[src/rtl/spf_pkg.sv]
`default_nettype none
// ----------------------------------------------------------------------------
// spf_pkg
// Types and constants shared by the smoothed pen position follower blocks.
// ----------------------------------------------------------------------------
package spf_pkg;

  // Register map, byte address = 4 * index
  typedef enum logic [2:0] {
    REG_SMOOTHING_WEIGHT = 3'd0,
    REG_TARGET_X         = 3'd1,
    REG_TARGET_Y         = 3'd2,
    REG_GAIN_X           = 3'd3,
    REG_GAIN_Y           = 3'd4,
    REG_TRAVEL_LIMIT_X   = 3'd5,
    REG_TRAVEL_LIMIT_Y   = 3'd6,
    REG_MIN_INTERVAL_MS  = 3'd7
  } reg_idx_e;

  localparam int unsigned RegIdxW = 3;
  localparam int unsigned PaddrW  = RegIdxW + 2;

  localparam logic [15:0]        SmoothingWeightRst = 16'd45875;
  localparam logic [15:0]        TargetRst          = 16'd960;
  localparam logic signed [23:0] GainXRst           = 24'sd6588;
  localparam logic signed [23:0] GainYRst           = -24'sd4949;
  localparam logic [9:0]         TravelLimitRst     = 10'd500;
  localparam logic [7:0]         MinIntervalRst     = 8'd5;

  // 2.0 mm in Q.8
  localparam logic signed [33:0] DeadbandQ8 = 34'sd512;
  localparam logic [48:0]        HalfQ16    = 49'd32768;
  localparam logic [56:0]        HalfQ24    = 57'd8388608;

  typedef struct packed {
    logic [15:0]        smoothing_weight;
    logic [15:0]        target_x;
    logic [15:0]        target_y;
    logic signed [23:0] gain_x;
    logic signed [23:0] gain_y;
    logic [9:0]         travel_limit_x;
    logic [9:0]         travel_limit_y;
    logic [7:0]         min_interval_ms;
  } cfg_t;

  // Operand pair fed to the shared multiplier
  typedef enum logic [1:0] {
    MUL_W_PREV     = 2'd0,
    MUL_WC_PEN     = 2'd1,
    MUL_DELTA_GAIN = 2'd2
  } mul_sel_e;

  localparam logic AXIS_X = 1'b0;
  localparam logic AXIS_Y = 1'b1;

  typedef struct packed {
    logic     capture;
    mul_sel_e mul_sel;
    logic     mul_axis;
    logic     acc_load;
    logic     sm_write;
    logic     mv_write;
    logic     wr_axis;
    logic     commit;
  } cmd_t;

endpackage
`default_nettype wire

[src/rtl/spf_if.sv]
`default_nettype none
// ----------------------------------------------------------------------------
// spf_if
// Valid/ready channels for pen samples and follower results.
// ----------------------------------------------------------------------------
interface spf_in_if;
  logic        valid;
  logic        ready;
  logic [15:0] pen_x;
  logic [15:0] pen_y;
  logic [31:0] time_ms;

  modport source (output valid, output pen_x, output pen_y, output time_ms, input ready);
  modport sink   (input valid, input pen_x, input pen_y, input time_ms, output ready);
endinterface

interface spf_out_if;
  logic        valid;
  logic        ready;
  logic        position_updated;
  logic        command_issued;
  logic [17:0] position_x;
  logic [17:0] position_y;

  modport source (output valid, output position_updated, output command_issued,
                  output position_x, output position_y, input ready);
  modport sink   (input valid, input position_updated, input command_issued,
                  input position_x, input position_y, output ready);
endinterface
`default_nettype wire

[src/rtl/spf_cfg.sv]
`default_nettype none
// ----------------------------------------------------------------------------
// spf_cfg
// APB-style configuration registers of the pen position follower.
// ----------------------------------------------------------------------------
module spf_cfg (
  input  wire logic                        clk_i,
  input  wire logic                        rst_ni,
  input  wire logic                        psel,
  input  wire logic                        penable,
  input  wire logic                        pwrite,
  input  wire logic [spf_pkg::PaddrW-1:0]  paddr,
  input  wire logic [31:0]                 pwdata,
  output logic      [31:0]                 prdata,
  output logic                             pready,
  output spf_pkg::cfg_t                    cfg_o
);

  spf_pkg::cfg_t     cfg_q, cfg_d;
  spf_pkg::reg_idx_e idx;
  logic              wr_en;

  assign pready = 1'b1;
  assign wr_en  = psel && penable && pwrite;
  assign idx    = spf_pkg::reg_idx_e'(paddr[spf_pkg::PaddrW-1:2]);
  assign cfg_o  = cfg_q;

  always_comb begin
    cfg_d = cfg_q;
    if (wr_en) begin
      case (idx)
        spf_pkg::REG_SMOOTHING_WEIGHT: cfg_d.smoothing_weight = pwdata[15:0];
        spf_pkg::REG_TARGET_X:         cfg_d.target_x         = pwdata[15:0];
        spf_pkg::REG_TARGET_Y:         cfg_d.target_y         = pwdata[15:0];
        spf_pkg::REG_GAIN_X:           cfg_d.gain_x           = pwdata[23:0];
        spf_pkg::REG_GAIN_Y:           cfg_d.gain_y           = pwdata[23:0];
        spf_pkg::REG_TRAVEL_LIMIT_X:   cfg_d.travel_limit_x   = pwdata[9:0];
        spf_pkg::REG_TRAVEL_LIMIT_Y:   cfg_d.travel_limit_y   = pwdata[9:0];
        spf_pkg::REG_MIN_INTERVAL_MS:  cfg_d.min_interval_ms  = pwdata[7:0];
        default:                       cfg_d                  = cfg_q;
      endcase
    end
  end

  always_comb begin
    case (idx)
      spf_pkg::REG_SMOOTHING_WEIGHT: prdata = {16'd0, cfg_q.smoothing_weight};
      spf_pkg::REG_TARGET_X:         prdata = {16'd0, cfg_q.target_x};
      spf_pkg::REG_TARGET_Y:         prdata = {16'd0, cfg_q.target_y};
      spf_pkg::REG_GAIN_X:           prdata = {{8{cfg_q.gain_x[23]}}, cfg_q.gain_x};
      spf_pkg::REG_GAIN_Y:           prdata = {{8{cfg_q.gain_y[23]}}, cfg_q.gain_y};
      spf_pkg::REG_TRAVEL_LIMIT_X:   prdata = {22'd0, cfg_q.travel_limit_x};
      spf_pkg::REG_TRAVEL_LIMIT_Y:   prdata = {22'd0, cfg_q.travel_limit_y};
      spf_pkg::REG_MIN_INTERVAL_MS:  prdata = {24'd0, cfg_q.min_interval_ms};
      default:                       prdata = 32'd0;
    endcase
  end

  always_ff @(posedge clk_i or negedge rst_ni) begin
    if (!rst_ni) begin
      cfg_q.smoothing_weight <= spf_pkg::SmoothingWeightRst;
      cfg_q.target_x         <= spf_pkg::TargetRst;
      cfg_q.target_y         <= spf_pkg::TargetRst;
      cfg_q.gain_x           <= spf_pkg::GainXRst;
      cfg_q.gain_y           <= spf_pkg::GainYRst;
      cfg_q.travel_limit_x   <= spf_pkg::TravelLimitRst;
      cfg_q.travel_limit_y   <= spf_pkg::TravelLimitRst;
      cfg_q.min_interval_ms  <= spf_pkg::MinIntervalRst;
    end else begin
      cfg_q <= cfg_d;
    end
  end

endmodule
`default_nettype wire

[src/rtl/spf_ctrl.sv]
`default_nettype none
// ----------------------------------------------------------------------------
// spf_ctrl
// Sequencer: walks one request through the shared multiplier schedule and
// owns the handshakes of both channels.
// ----------------------------------------------------------------------------
module spf_ctrl (
  input  wire logic    clk_i,
  input  wire logic    rst_ni,
  input  wire logic    in_valid_i,
  output logic         in_ready_o,
  output logic         out_valid_o,
  input  wire logic    out_ready_i,
  output spf_pkg::cmd_t cmd_o
);

  typedef enum logic [8:0] {
    ST_IDLE   = 9'b000000001,
    ST_MUL_WX = 9'b000000010,
    ST_MUL_PX = 9'b000000100,
    ST_MUL_WY = 9'b000001000,
    ST_MUL_PY = 9'b000010000,
    ST_MUL_GX = 9'b000100000,
    ST_MUL_GY = 9'b001000000,
    ST_RND_Y  = 9'b010000000,
    ST_COMMIT = 9'b100000000
  } state_e;

  state_e state_q, state_d;
  logic   out_valid_q, out_valid_d;
  logic   slot_free;

  assign slot_free   = !out_valid_q || out_ready_i;
  assign in_ready_o  = (state_q == ST_IDLE);
  assign out_valid_o = out_valid_q;

  always_comb begin
    state_d       = state_q;
    out_valid_d   = out_valid_q && !out_ready_i;
    cmd_o         = '0;
    cmd_o.mul_sel = spf_pkg::MUL_W_PREV;
    case (state_q)
      ST_IDLE: begin
        if (in_valid_i) begin
          cmd_o.capture = 1'b1;
          state_d       = ST_MUL_WX;
        end
      end
      ST_MUL_WX: begin
        cmd_o.mul_sel  = spf_pkg::MUL_W_PREV;
        cmd_o.mul_axis = spf_pkg::AXIS_X;
        state_d        = ST_MUL_PX;
      end
      ST_MUL_PX: begin
        cmd_o.mul_sel  = spf_pkg::MUL_WC_PEN;
        cmd_o.mul_axis = spf_pkg::AXIS_X;
        cmd_o.acc_load = 1'b1;
        state_d        = ST_MUL_WY;
      end
      ST_MUL_WY: begin
        cmd_o.mul_sel  = spf_pkg::MUL_W_PREV;
        cmd_o.mul_axis = spf_pkg::AXIS_Y;
        cmd_o.sm_write = 1'b1;
        cmd_o.wr_axis  = spf_pkg::AXIS_X;
        state_d        = ST_MUL_PY;
      end
      ST_MUL_PY: begin
        cmd_o.mul_sel  = spf_pkg::MUL_WC_PEN;
        cmd_o.mul_axis = spf_pkg::AXIS_Y;
        cmd_o.acc_load = 1'b1;
        state_d        = ST_MUL_GX;
      end
      ST_MUL_GX: begin
        cmd_o.mul_sel  = spf_pkg::MUL_DELTA_GAIN;
        cmd_o.mul_axis = spf_pkg::AXIS_X;
        cmd_o.sm_write = 1'b1;
        cmd_o.wr_axis  = spf_pkg::AXIS_Y;
        state_d        = ST_MUL_GY;
      end
      ST_MUL_GY: begin
        cmd_o.mul_sel  = spf_pkg::MUL_DELTA_GAIN;
        cmd_o.mul_axis = spf_pkg::AXIS_Y;
        cmd_o.mv_write = 1'b1;
        cmd_o.wr_axis  = spf_pkg::AXIS_X;
        state_d        = ST_RND_Y;
      end
      ST_RND_Y: begin
        cmd_o.mv_write = 1'b1;
        cmd_o.wr_axis  = spf_pkg::AXIS_Y;
        state_d        = ST_COMMIT;
      end
      ST_COMMIT: begin
        // hold until the result register can take the new request
        if (slot_free) begin
          cmd_o.commit = 1'b1;
          out_valid_d  = 1'b1;
          state_d      = ST_IDLE;
        end
      end
      default: begin
        state_d = ST_IDLE;
      end
    endcase
  end

  always_ff @(posedge clk_i or negedge rst_ni) begin
    if (!rst_ni) begin
      state_q     <= ST_IDLE;
      out_valid_q <= 1'b0;
    end else begin
      state_q     <= state_d;
      out_valid_q <= out_valid_d;
    end
  end

endmodule
`default_nettype wire

[src/rtl/spf_dp.sv]
`default_nettype none
// ----------------------------------------------------------------------------
// spf_dp
// Datapath: shared signed multiplier, smoothing accumulator, move rounding,
// clamp, dead band and command timer, plus the result register.
// ----------------------------------------------------------------------------
module spf_dp (
  input  wire logic          clk_i,
  input  wire logic          rst_ni,
  input  wire spf_pkg::cmd_t cmd_i,
  input  wire spf_pkg::cfg_t cfg_i,
  input  wire logic [15:0]   pen_x_i,
  input  wire logic [15:0]   pen_y_i,
  input  wire logic [31:0]   time_ms_i,
  output logic               position_updated_o,
  output logic               command_issued_o,
  output logic [17:0]        position_x_o,
  output logic [17:0]        position_y_o
);

  // captured sample
  logic [15:0] pen_x_q, pen_y_q;
  logic [31:0] time_q;

  // follower state
  logic [31:0] sm_x_q, sm_y_q;
  logic [17:0] cur_x_q, cur_y_q;
  logic [31:0] last_time_q;
  logic        armed_q;

  // working registers
  logic signed [56:0] prod_q;
  logic [47:0]        acc_q;
  logic signed [33:0] move_x_q, move_y_q;

  // result register
  logic        res_upd_q, res_cmd_q;
  logic [17:0] res_x_q, res_y_q;

  // multiplier operands
  logic [31:0]        sm_sel;
  logic [15:0]        pen_sel;
  logic [15:0]        target_sel;
  logic signed [23:0] gain_sel;
  logic [16:0]        w_comp;
  logic signed [33:0] delta;
  logic signed [33:0] mul_a;
  logic signed [24:0] mul_b;
  logic signed [58:0] mul_full;

  logic [48:0]        sm_sum;
  logic [31:0]        sm_new;
  logic               prod_neg;
  logic [56:0]        prod_mag;
  logic [56:0]        mag_rnd;
  logic [32:0]        mv_mag;
  logic signed [33:0] move_d;

  logic        exceed;
  logic [17:0] new_x, new_y;
  logic [31:0] elapsed;
  logic        due;

  function automatic logic [17:0] clamp_pos(input logic [17:0]        cur,
                                            input logic signed [33:0] mv,
                                            input logic [9:0]         limit_mm);
    logic signed [34:0] sum;
    logic [17:0]        lim;
    begin
      sum = $signed({17'd0, cur}) + $signed({mv[33], mv});
      lim = {limit_mm, 8'd0};
      if (sum[34]) begin
        clamp_pos = 18'd0;
      end else if (sum > $signed({17'd0, lim})) begin
        clamp_pos = lim;
      end else begin
        clamp_pos = sum[17:0];
      end
    end
  endfunction

  assign sm_sel     = (cmd_i.mul_axis == spf_pkg::AXIS_Y) ? sm_y_q : sm_x_q;
  assign pen_sel    = (cmd_i.mul_axis == spf_pkg::AXIS_Y) ? pen_y_q : pen_x_q;
  assign target_sel = (cmd_i.mul_axis == spf_pkg::AXIS_Y) ? cfg_i.target_y : cfg_i.target_x;
  assign gain_sel   = (cmd_i.mul_axis == spf_pkg::AXIS_Y) ? cfg_i.gain_y : cfg_i.gain_x;
  assign w_comp     = 17'h10000 - {1'b0, cfg_i.smoothing_weight};
  assign delta      = $signed({2'b00, sm_sel}) - $signed({2'b00, target_sel, 16'h0000});

  always_comb begin
    case (cmd_i.mul_sel)
      spf_pkg::MUL_W_PREV: begin
        mul_a = $signed({2'b00, sm_sel});
        mul_b = $signed({9'd0, cfg_i.smoothing_weight});
      end
      spf_pkg::MUL_WC_PEN: begin
        mul_a = $signed({18'd0, pen_sel});
        mul_b = $signed({8'd0, w_comp});
      end
      spf_pkg::MUL_DELTA_GAIN: begin
        mul_a = delta;
        mul_b = $signed({gain_sel[23], gain_sel});
      end
      default: begin
        mul_a = '0;
        mul_b = '0;
      end
    endcase
  end

  assign mul_full = mul_a * mul_b;

  // smoothed = (w*prev + (1-w)*(pen<<16) + half) >> 16
  assign sm_sum = {1'b0, acc_q} + {prod_q[32:0], 16'h0000} + spf_pkg::HalfQ16;
  assign sm_new = sm_sum[47:16];

  // round the Q.32 product to Q.8, half away from zero
  assign prod_neg = prod_q[56];
  assign prod_mag = prod_neg ? 57'(-prod_q) : 57'(prod_q);
  assign mag_rnd  = prod_mag + spf_pkg::HalfQ24;
  assign mv_mag   = mag_rnd[56:24];
  assign move_d   = prod_neg ? -$signed({1'b0, mv_mag}) : $signed({1'b0, mv_mag});

  assign exceed = (move_x_q > spf_pkg::DeadbandQ8) || (move_x_q < -spf_pkg::DeadbandQ8) ||
                  (move_y_q > spf_pkg::DeadbandQ8) || (move_y_q < -spf_pkg::DeadbandQ8);
  assign new_x   = clamp_pos(cur_x_q, move_x_q, cfg_i.travel_limit_x);
  assign new_y   = clamp_pos(cur_y_q, move_y_q, cfg_i.travel_limit_y);
  assign elapsed = time_q - last_time_q;
  assign due     = (elapsed >= {24'd0, cfg_i.min_interval_ms});

  // payload and work registers
  always_ff @(posedge clk_i) begin
    prod_q <= mul_full[56:0];
    if (cmd_i.capture) begin
      pen_x_q <= pen_x_i;
      pen_y_q <= pen_y_i;
      time_q  <= time_ms_i;
    end
    if (cmd_i.acc_load) begin
      acc_q <= prod_q[47:0];
    end
    if (cmd_i.mv_write) begin
      if (cmd_i.wr_axis == spf_pkg::AXIS_Y) begin
        move_y_q <= move_d;
      end else begin
        move_x_q <= move_d;
      end
    end
    if (cmd_i.commit) begin
      res_upd_q <= exceed;
      res_cmd_q <= exceed && armed_q && due;
      res_x_q   <= exceed ? new_x : cur_x_q;
      res_y_q   <= exceed ? new_y : cur_y_q;
    end
  end

  // follower state
  always_ff @(posedge clk_i or negedge rst_ni) begin
    if (!rst_ni) begin
      sm_x_q      <= 32'd0;
      sm_y_q      <= 32'd0;
      cur_x_q     <= 18'd0;
      cur_y_q     <= 18'd0;
      last_time_q <= 32'd0;
      armed_q     <= 1'b0;
    end else begin
      if (cmd_i.sm_write) begin
        if (cmd_i.wr_axis == spf_pkg::AXIS_Y) begin
          sm_y_q <= sm_new;
        end else begin
          sm_x_q <= sm_new;
        end
      end
      if (cmd_i.commit && exceed) begin
        cur_x_q <= new_x;
        cur_y_q <= new_y;
        // first update only arms the timer
        if (!armed_q) begin
          armed_q     <= 1'b1;
          last_time_q <= time_q;
        end else if (due) begin
          last_time_q <= time_q;
        end
      end
    end
  end

  assign position_updated_o = res_upd_q;
  assign command_issued_o   = res_cmd_q;
  assign position_x_o       = res_x_q;
  assign position_y_o       = res_y_q;

endmodule
`default_nettype wire

[src/rtl/smoothed_pen_position_follower_core.sv]
`default_nettype none
// ----------------------------------------------------------------------------
// smoothed_pen_position_follower_core
// Exponential smoothing, dead band and rate-limited motor command follower.
//
//   channel    | dir | handshake            | payload
//   -----------+-----+----------------------+----------------------------------
//   sample_i   | in  | valid/ready          | pen_x, pen_y, time_ms
//   result_o   | out | valid/ready          | position_updated, command_issued,
//              |     |                      | position_x, position_y
//   apb        | in  | psel/penable/pready  | paddr, pwdata, prdata
//
// A request steps through the multiply states, RND_Y and COMMIT to the result
// register; the next sample is accepted only back in IDLE, after that commit.
// The steps are set by the single 34x25 multiplier used six times per request.
// rst_ni clears the smoothing state, positions, timer and both handshakes.
// A result waiting on result_o does not block acceptance; only the final
// commit step waits for the result register to free up.
// ----------------------------------------------------------------------------
module smoothed_pen_position_follower_core (
  input  wire logic                       clk_i,
  input  wire logic                       rst_ni,
  spf_in_if.sink                          sample_i,
  spf_out_if.source                       result_o,
  input  wire logic                       psel,
  input  wire logic                       penable,
  input  wire logic                       pwrite,
  input  wire logic [spf_pkg::PaddrW-1:0] paddr,
  input  wire logic [31:0]                pwdata,
  output logic      [31:0]                prdata,
  output logic                            pready
);

  spf_pkg::cfg_t cfg;
  spf_pkg::cmd_t cmd;

  spf_cfg u_cfg (
    .clk_i   (clk_i),
    .rst_ni  (rst_ni),
    .psel    (psel),
    .penable (penable),
    .pwrite  (pwrite),
    .paddr   (paddr),
    .pwdata  (pwdata),
    .prdata  (prdata),
    .pready  (pready),
    .cfg_o   (cfg)
  );

  spf_ctrl u_ctrl (
    .clk_i       (clk_i),
    .rst_ni      (rst_ni),
    .in_valid_i  (sample_i.valid),
    .in_ready_o  (sample_i.ready),
    .out_valid_o (result_o.valid),
    .out_ready_i (result_o.ready),
    .cmd_o       (cmd)
  );

  spf_dp u_dp (
    .clk_i              (clk_i),
    .rst_ni             (rst_ni),
    .cmd_i              (cmd),
    .cfg_i              (cfg),
    .pen_x_i            (sample_i.pen_x),
    .pen_y_i            (sample_i.pen_y),
    .time_ms_i          (sample_i.time_ms),
    .position_updated_o (result_o.position_updated),
    .command_issued_o   (result_o.command_issued),
    .position_x_o       (result_o.position_x),
    .position_y_o       (result_o.position_y)
  );

  // a new result shows up only after a commit step
  a_rise_after_commit: assert property (@(posedge clk_i) disable iff (!rst_ni)
    $rose(result_o.valid) |-> $past(cmd.commit))
    else $error("result valid rose without a commit");

  // commit never overwrites a result that is still waiting
  a_commit_slot_free: assert property (@(posedge clk_i) disable iff (!rst_ni)
    cmd.commit |-> (!result_o.valid || result_o.ready))
    else $error("commit while result register occupied");

  // no sample is taken during the commit step
  a_no_accept_in_commit: assert property (@(posedge clk_i) disable iff (!rst_ni)
    cmd.commit |-> !sample_i.ready)
    else $error("sample accepted during commit");

  // a motor command implies a position update
  a_cmd_needs_update: assert property (@(posedge clk_i) disable iff (!rst_ni)
    (result_o.valid && result_o.command_issued) |-> result_o.position_updated)
    else $error("command issued without position update");

endmodule
`default_nettype wire
[src/flat_wrapper.sv]
// flat-port wrapper written by rule: the top's interface ports become plain ports
module smoothed_pen_position_follower_core_flat 
  (clk_i, rst_ni, psel, penable, pwrite, paddr, pwdata, prdata, pready, sample_i_valid, sample_i_pen_x, sample_i_pen_y, sample_i_time_ms, sample_i_ready, result_o_valid, result_o_position_updated, result_o_command_issued, result_o_position_x, result_o_position_y, result_o_ready);
  spf_in_if sample_i_i ();
  spf_out_if result_o_i ();
  input  wire logic clk_i;
  input  wire logic rst_ni;
  input  wire logic psel;
  input  wire logic penable;
  input  wire logic pwrite;
  input  wire logic [spf_pkg::PaddrW-1:0] paddr;
  input  wire logic [31:0] pwdata;
  output logic      [31:0] prdata;
  output logic pready;
  input wire logic [$bits(sample_i_i.valid)-1:0] sample_i_valid;
  input wire logic [$bits(sample_i_i.pen_x)-1:0] sample_i_pen_x;
  input wire logic [$bits(sample_i_i.pen_y)-1:0] sample_i_pen_y;
  input wire logic [$bits(sample_i_i.time_ms)-1:0] sample_i_time_ms;
  output wire logic [$bits(sample_i_i.ready)-1:0] sample_i_ready;
  output wire logic [$bits(result_o_i.valid)-1:0] result_o_valid;
  output wire logic [$bits(result_o_i.position_updated)-1:0] result_o_position_updated;
  output wire logic [$bits(result_o_i.command_issued)-1:0] result_o_command_issued;
  output wire logic [$bits(result_o_i.position_x)-1:0] result_o_position_x;
  output wire logic [$bits(result_o_i.position_y)-1:0] result_o_position_y;
  input wire logic [$bits(result_o_i.ready)-1:0] result_o_ready;
  assign sample_i_i.valid = sample_i_valid;
  assign sample_i_i.pen_x = sample_i_pen_x;
  assign sample_i_i.pen_y = sample_i_pen_y;
  assign sample_i_i.time_ms = sample_i_time_ms;
  assign sample_i_ready = sample_i_i.ready;
  assign result_o_valid = result_o_i.valid;
  assign result_o_position_updated = result_o_i.position_updated;
  assign result_o_command_issued = result_o_i.command_issued;
  assign result_o_position_x = result_o_i.position_x;
  assign result_o_position_y = result_o_i.position_y;
  assign result_o_i.ready = result_o_ready;
  smoothed_pen_position_follower_core u_core (.clk_i(clk_i), .rst_ni(rst_ni), .sample_i(sample_i_i), .result_o(result_o_i), .psel(psel), .penable(penable), .pwrite(pwrite), .paddr(paddr), .pwdata(pwdata), .prdata(prdata), .pready(pready));
endmodule
[config.mk]
export PLATFORM = sky130hd
export DESIGN_NAME = smoothed_pen_position_follower_core_flat
export DESIGN_NICKNAME = d
export VERILOG_FILES = /design/src/rtl/spf_pkg.sv /design/src/rtl/spf_if.sv /design/src/rtl/spf_cfg.sv /design/src/rtl/spf_ctrl.sv /design/src/rtl/spf_dp.sv /design/src/rtl/smoothed_pen_position_follower_core.sv /design/src/flat_wrapper.sv
export SDC_FILE = /design/constraint.sdc
export NUM_CORES = 2
export LEC_CHECK = 0
export BUFFER_PORTS_ARGS = -buffer_cell sky130_fd_sc_hd__buf_2
export CAP_MARGIN = 5
export CORE_MARGIN = 2
export CORE_UTILIZATION = 50
export DETAILED_ROUTE_END_ITERATION = 12
export GPL_TIMING_DRIVEN = 1
export PLACE_DENSITY = 0.73
export REMOVE_ABC_BUFFERS = 1
export SYNTH_ARGS = -nofsm -noshare
export SYNTH_HDL_FRONTEND = slang
export SYNTH_SLANG_ARGS = --single-unit
[constraint.sdc]
create_clock -name clk_i -period 18.7 [get_ports clk_i]
set_input_delay 3.74 -clock clk_i [delete_from_list [all_inputs] [get_ports clk_i]]
set_output_delay 3.74 -clock clk_i [all_outputs]
set_load 0.05 [all_outputs]
==> metrics.md <==
| Metric | Value |
|---|---|
| HPWL after DPL | 134,000 um |
| CTS tree | yes |
| Final Hold Fails | 0 |
| # DRC | 0 |
| Crit path DAT | 14.54 ns |
| Chip Width | 348 um |
| XOR/XNOR Fraction of Synth Area | 3.81% |
| Post-synth cell types | 98 |
| Crit-path slowest cell | o22a_1 |
| Post-synthesis simple-gate area fraction | 15.1% |
| Cts hold-fix bufs | 0 |
| Root buf cell | clkbuf_16 |
| Row count | 126 |
| Core ar. | 118,000 sq um |
| Mux contribution to synthesized area | 4.20% |
| Clock Skew | 0.0429 ns |
| Final Slew Violations | 0 |
| Cell with the most instances after synthesis | inv_1 |
| Unrepaired setup endpoints after global routing | no |
| Gr usage total | 29.3% |
| Final cell utilization of the core | 54.3% |
| Yosys top cell area share | 28.4% |
| Critical path class | reg2reg |
| Pwr Total | 7.84 mW |
| Setup tns final | 0 ns |
| Pwr Density | 123 nW/um^2 |
| Largest family of logic cells by synthesized area | adder cells |
| Port-buffer cells | 169 |
| Post-route minimum period | 14.00 ns |
| Adder-cell share of the synthesized area | 34.8% |
| DR iter-0 viols | 4,405 |
| Die area | 121,000 sq um |
| Highest clock rate | 71.4 MHz |
| Initial antenna violation count | 13 |
| CP Launch Type | flip-flop |
| Outcome | finished, final reports clean |
| Worst Hold Class | reg2reg |
| Routed len/inst | 21.7 um |
| I/O pin count | 181 |
| Min-delay src | u_core.u_dp.sm_x_q[15] |
| EDFF count, synth | 203 |
| Share of layout cells above drive strength 1 | 9.85% |
| Pleak | 29.6 nW |
| Most frequent CP cell | fa_1 |
| Final-stage net count | 7,671 |
| DP Area | 61,600 sq um |
| Primary FF master, synth | dfrtp_1 |
| Routed WL | 174,000 um |
| Fillcell total | 10,400 |
| Most instantiated cells after synthesis | 1,012 x inv_1, 896 x nand2_1, 839 x fa_1 |
| Remaining antenna violation count | 0 |
| Critical path origin | u_core.u_ctrl.state_q[1] |
| CP required | 19.25 ns |
| Total of max-cap violations | 0 |
| First-pass GRT wire length | 274,000 um |
| Worst-Margin Slew | 1.17 ns |
| Fin crit share | 74.9% |
| Largest net degree at the start of global routing | 183 |
| Worst VDD drop | 0.000119 V |
| CTS H-Tree Depth | 2 |
| Synth area leaders | fa_1 28%, edfxtp_1 10%, dfrtp_1 8.9%, inv_1 6.4%, ha_1 6.4% |
| Longest Clk Path Bufs | 3 |
| Number of global-route vias before repair | 48,000 |
| Synth Area in Compound Gates | 10.1% |
| Crit path largest cell delay | 0.73 ns |
| Top cell type by total area after synthesis | fa_1 |
| FFs w/ async S/R, synth | 50.7% |
| CTS-repair resized insts | 0 |
| Mapped Area | 59,100 sq um |
| Area Overhead vs Synth | 8.03% |
| TritonCTS buffer count | 60 |
| Design area | 63,800 sq um |
| Final GP Congestion | 0.971 |
| Hold depth | 2 |
| Clk Latency, worst-skew pair | 0.71 ns |
| Cells after Synth | 6,378 |
| R2R Path Start | u_core.u_ctrl.state_q[1] |
| # setup viols final | 0 |
| Slew headroom | 21.5% |
| Synthesis Warnings | 0 |
| Total grt overflow | 0 |
| Initial cell density of the core | 50.2% |
| Register area share after synthesis | 23.7% |
| Mapped Avg Cell Area | 9.26 sq um |
| Crit-path max FO | 41 |
| Clock slew at reported path FFs | 0.06 ns |
| # clock sinks | 527 |
| Vias post-DR | 46,700 |
| R2R cell count | 42 |
| Routed vias/inst | 5.82 |
| Die Ht | 348 um |
| Post-CTS setup buffer count | 0 |
| Flops & latches, synth | 527 |
| Drt first pass iters | 5 |
| CP endpoint kind | flip-flop |
[worst paths after layout]
check | slack [ns] | endpoint
max in group asynchronous | 14.09 | u_core.u_cfg.cfg_o[69]
worst min-delay path | 0.47 | u_core.u_dp.sm_x_q[15]
min in group asynchronous | 3.08 | u_core.u_dp.last_time_q[18]
worst min register to register | 0.47 | u_core.u_dp.sm_x_q[15]
worst max register to register | 4.70 | u_core.u_dp.prod_q[56]
worst max-delay path | 4.70 | u_core.u_dp.prod_q[56]
[worst max-delay path: cells and delay by family (launching register included)]
family | cells | cell delay [ns]
AOI/OAI and AO/OA | 17 | 5.17
adders and majority gates | 10 | 4.61
and+or+nand+nor | 7 | 1.64
buffers and inverters | 6 | 1.21
xor gates and xnor gates | 2 | 0.77
DFF | 1 | 0.41
[per-stage QoR]
stage | std cells | setup WS [ns] | hold WS [ns]
2_1_floorplan | 6096 | 3.62 | 0.437
6_report | 8022 | 4.70 | 0.472
5_1_grt | 8015 | 4.01 | 0.507
4_1_cts | 8012 | 4.96 | 0.471
3_3_place_gp | 7898 | 5.27 | 0.452
3_5_place_dp | 7898 | 5.07 | 0.456
[layout by cell type (no fill, tap or decap), types with 37 or more instances in the layout]
cell type  instances
a21oi_1          196
a21o_1            77
nor4_1            37
o21a_1            40
and2_1            44
dfxtp_1           56
nand2_1          896
nor2_1           568
buf_4             96
and3_1            42
nand3_1           88
mux2i_1           87
o31ai_1           63
clkbuf_16         65
dfrtp_1          209
buf_2            168
nor3_1            57
dfstp_2           58
o21ai_0          282
nor2b_1           39
mux2_2           135
nand4_1           42
edfxtp_1         203
nand2b_1          45
fa_1             839
ha_1             300
xnor2_1          156
inv_1           1011
xor2_1            94
[state kept, by name, indices dropped and copies added, names as in the netlist, 32 cells and up]
register	flops
u_core.u_cfg.cfg_o	124
u_core.u_dp.prod_q	57
u_core.u_dp.move_x_q	34
u_core.u_dp.move_y_q	34
u_core.u_dp.acc_q	33
u_core.u_dp.last_time_q	32
u_core.u_dp.sm_x_q	32
u_core.u_dp.sm_y_q	32
u_core.u_dp.time_q	32
[area by class of cell]
cell class | instances | area, sq um | share of cell area, %
well taps | 1536 | 1920 | 3.01
clock buffers | 85 | 1810 | 2.84
diodes | 10 | 25.0 | 0.0392
inverters | 1016 | 3810 | 5.98
flip-flops and latches | 527 | 14000 | 21.9
repair buffers | 266 | 1600 | 2.50
clock inverters | 29 | 340 | 0.533
multi-input cells | 4553 | 40300 | 63.2
[cells by family after synthesis]
family,count (synthesis)
flip-flops,527
adder cells (fa/ha/maj),1139
AO/OA/AOI/OAI,931
AND/OR/NAND/NOR,2003
other,1
multiplexers,226
buffers and inverters,1298
XOR/XNOR,253
[power breakdown]
part	internal (mW)	total, mW	switching [mW]
Sequential	1.44	1.63	0.185
Clock	0.746	1.27	0.527
Combinational	1.74	4.94	3.21
[routing by layer]
metal	track usage [%]	wire, um	vias to the layer above
met2	46.5	79200	2152
met4	13.7	9070	8
met3	6.47	16900	471
met5	0	42	-
li1	-	-	20700
met1	38.2	68700	23400
Note: power is estimated with default switching activity, not from simulation.
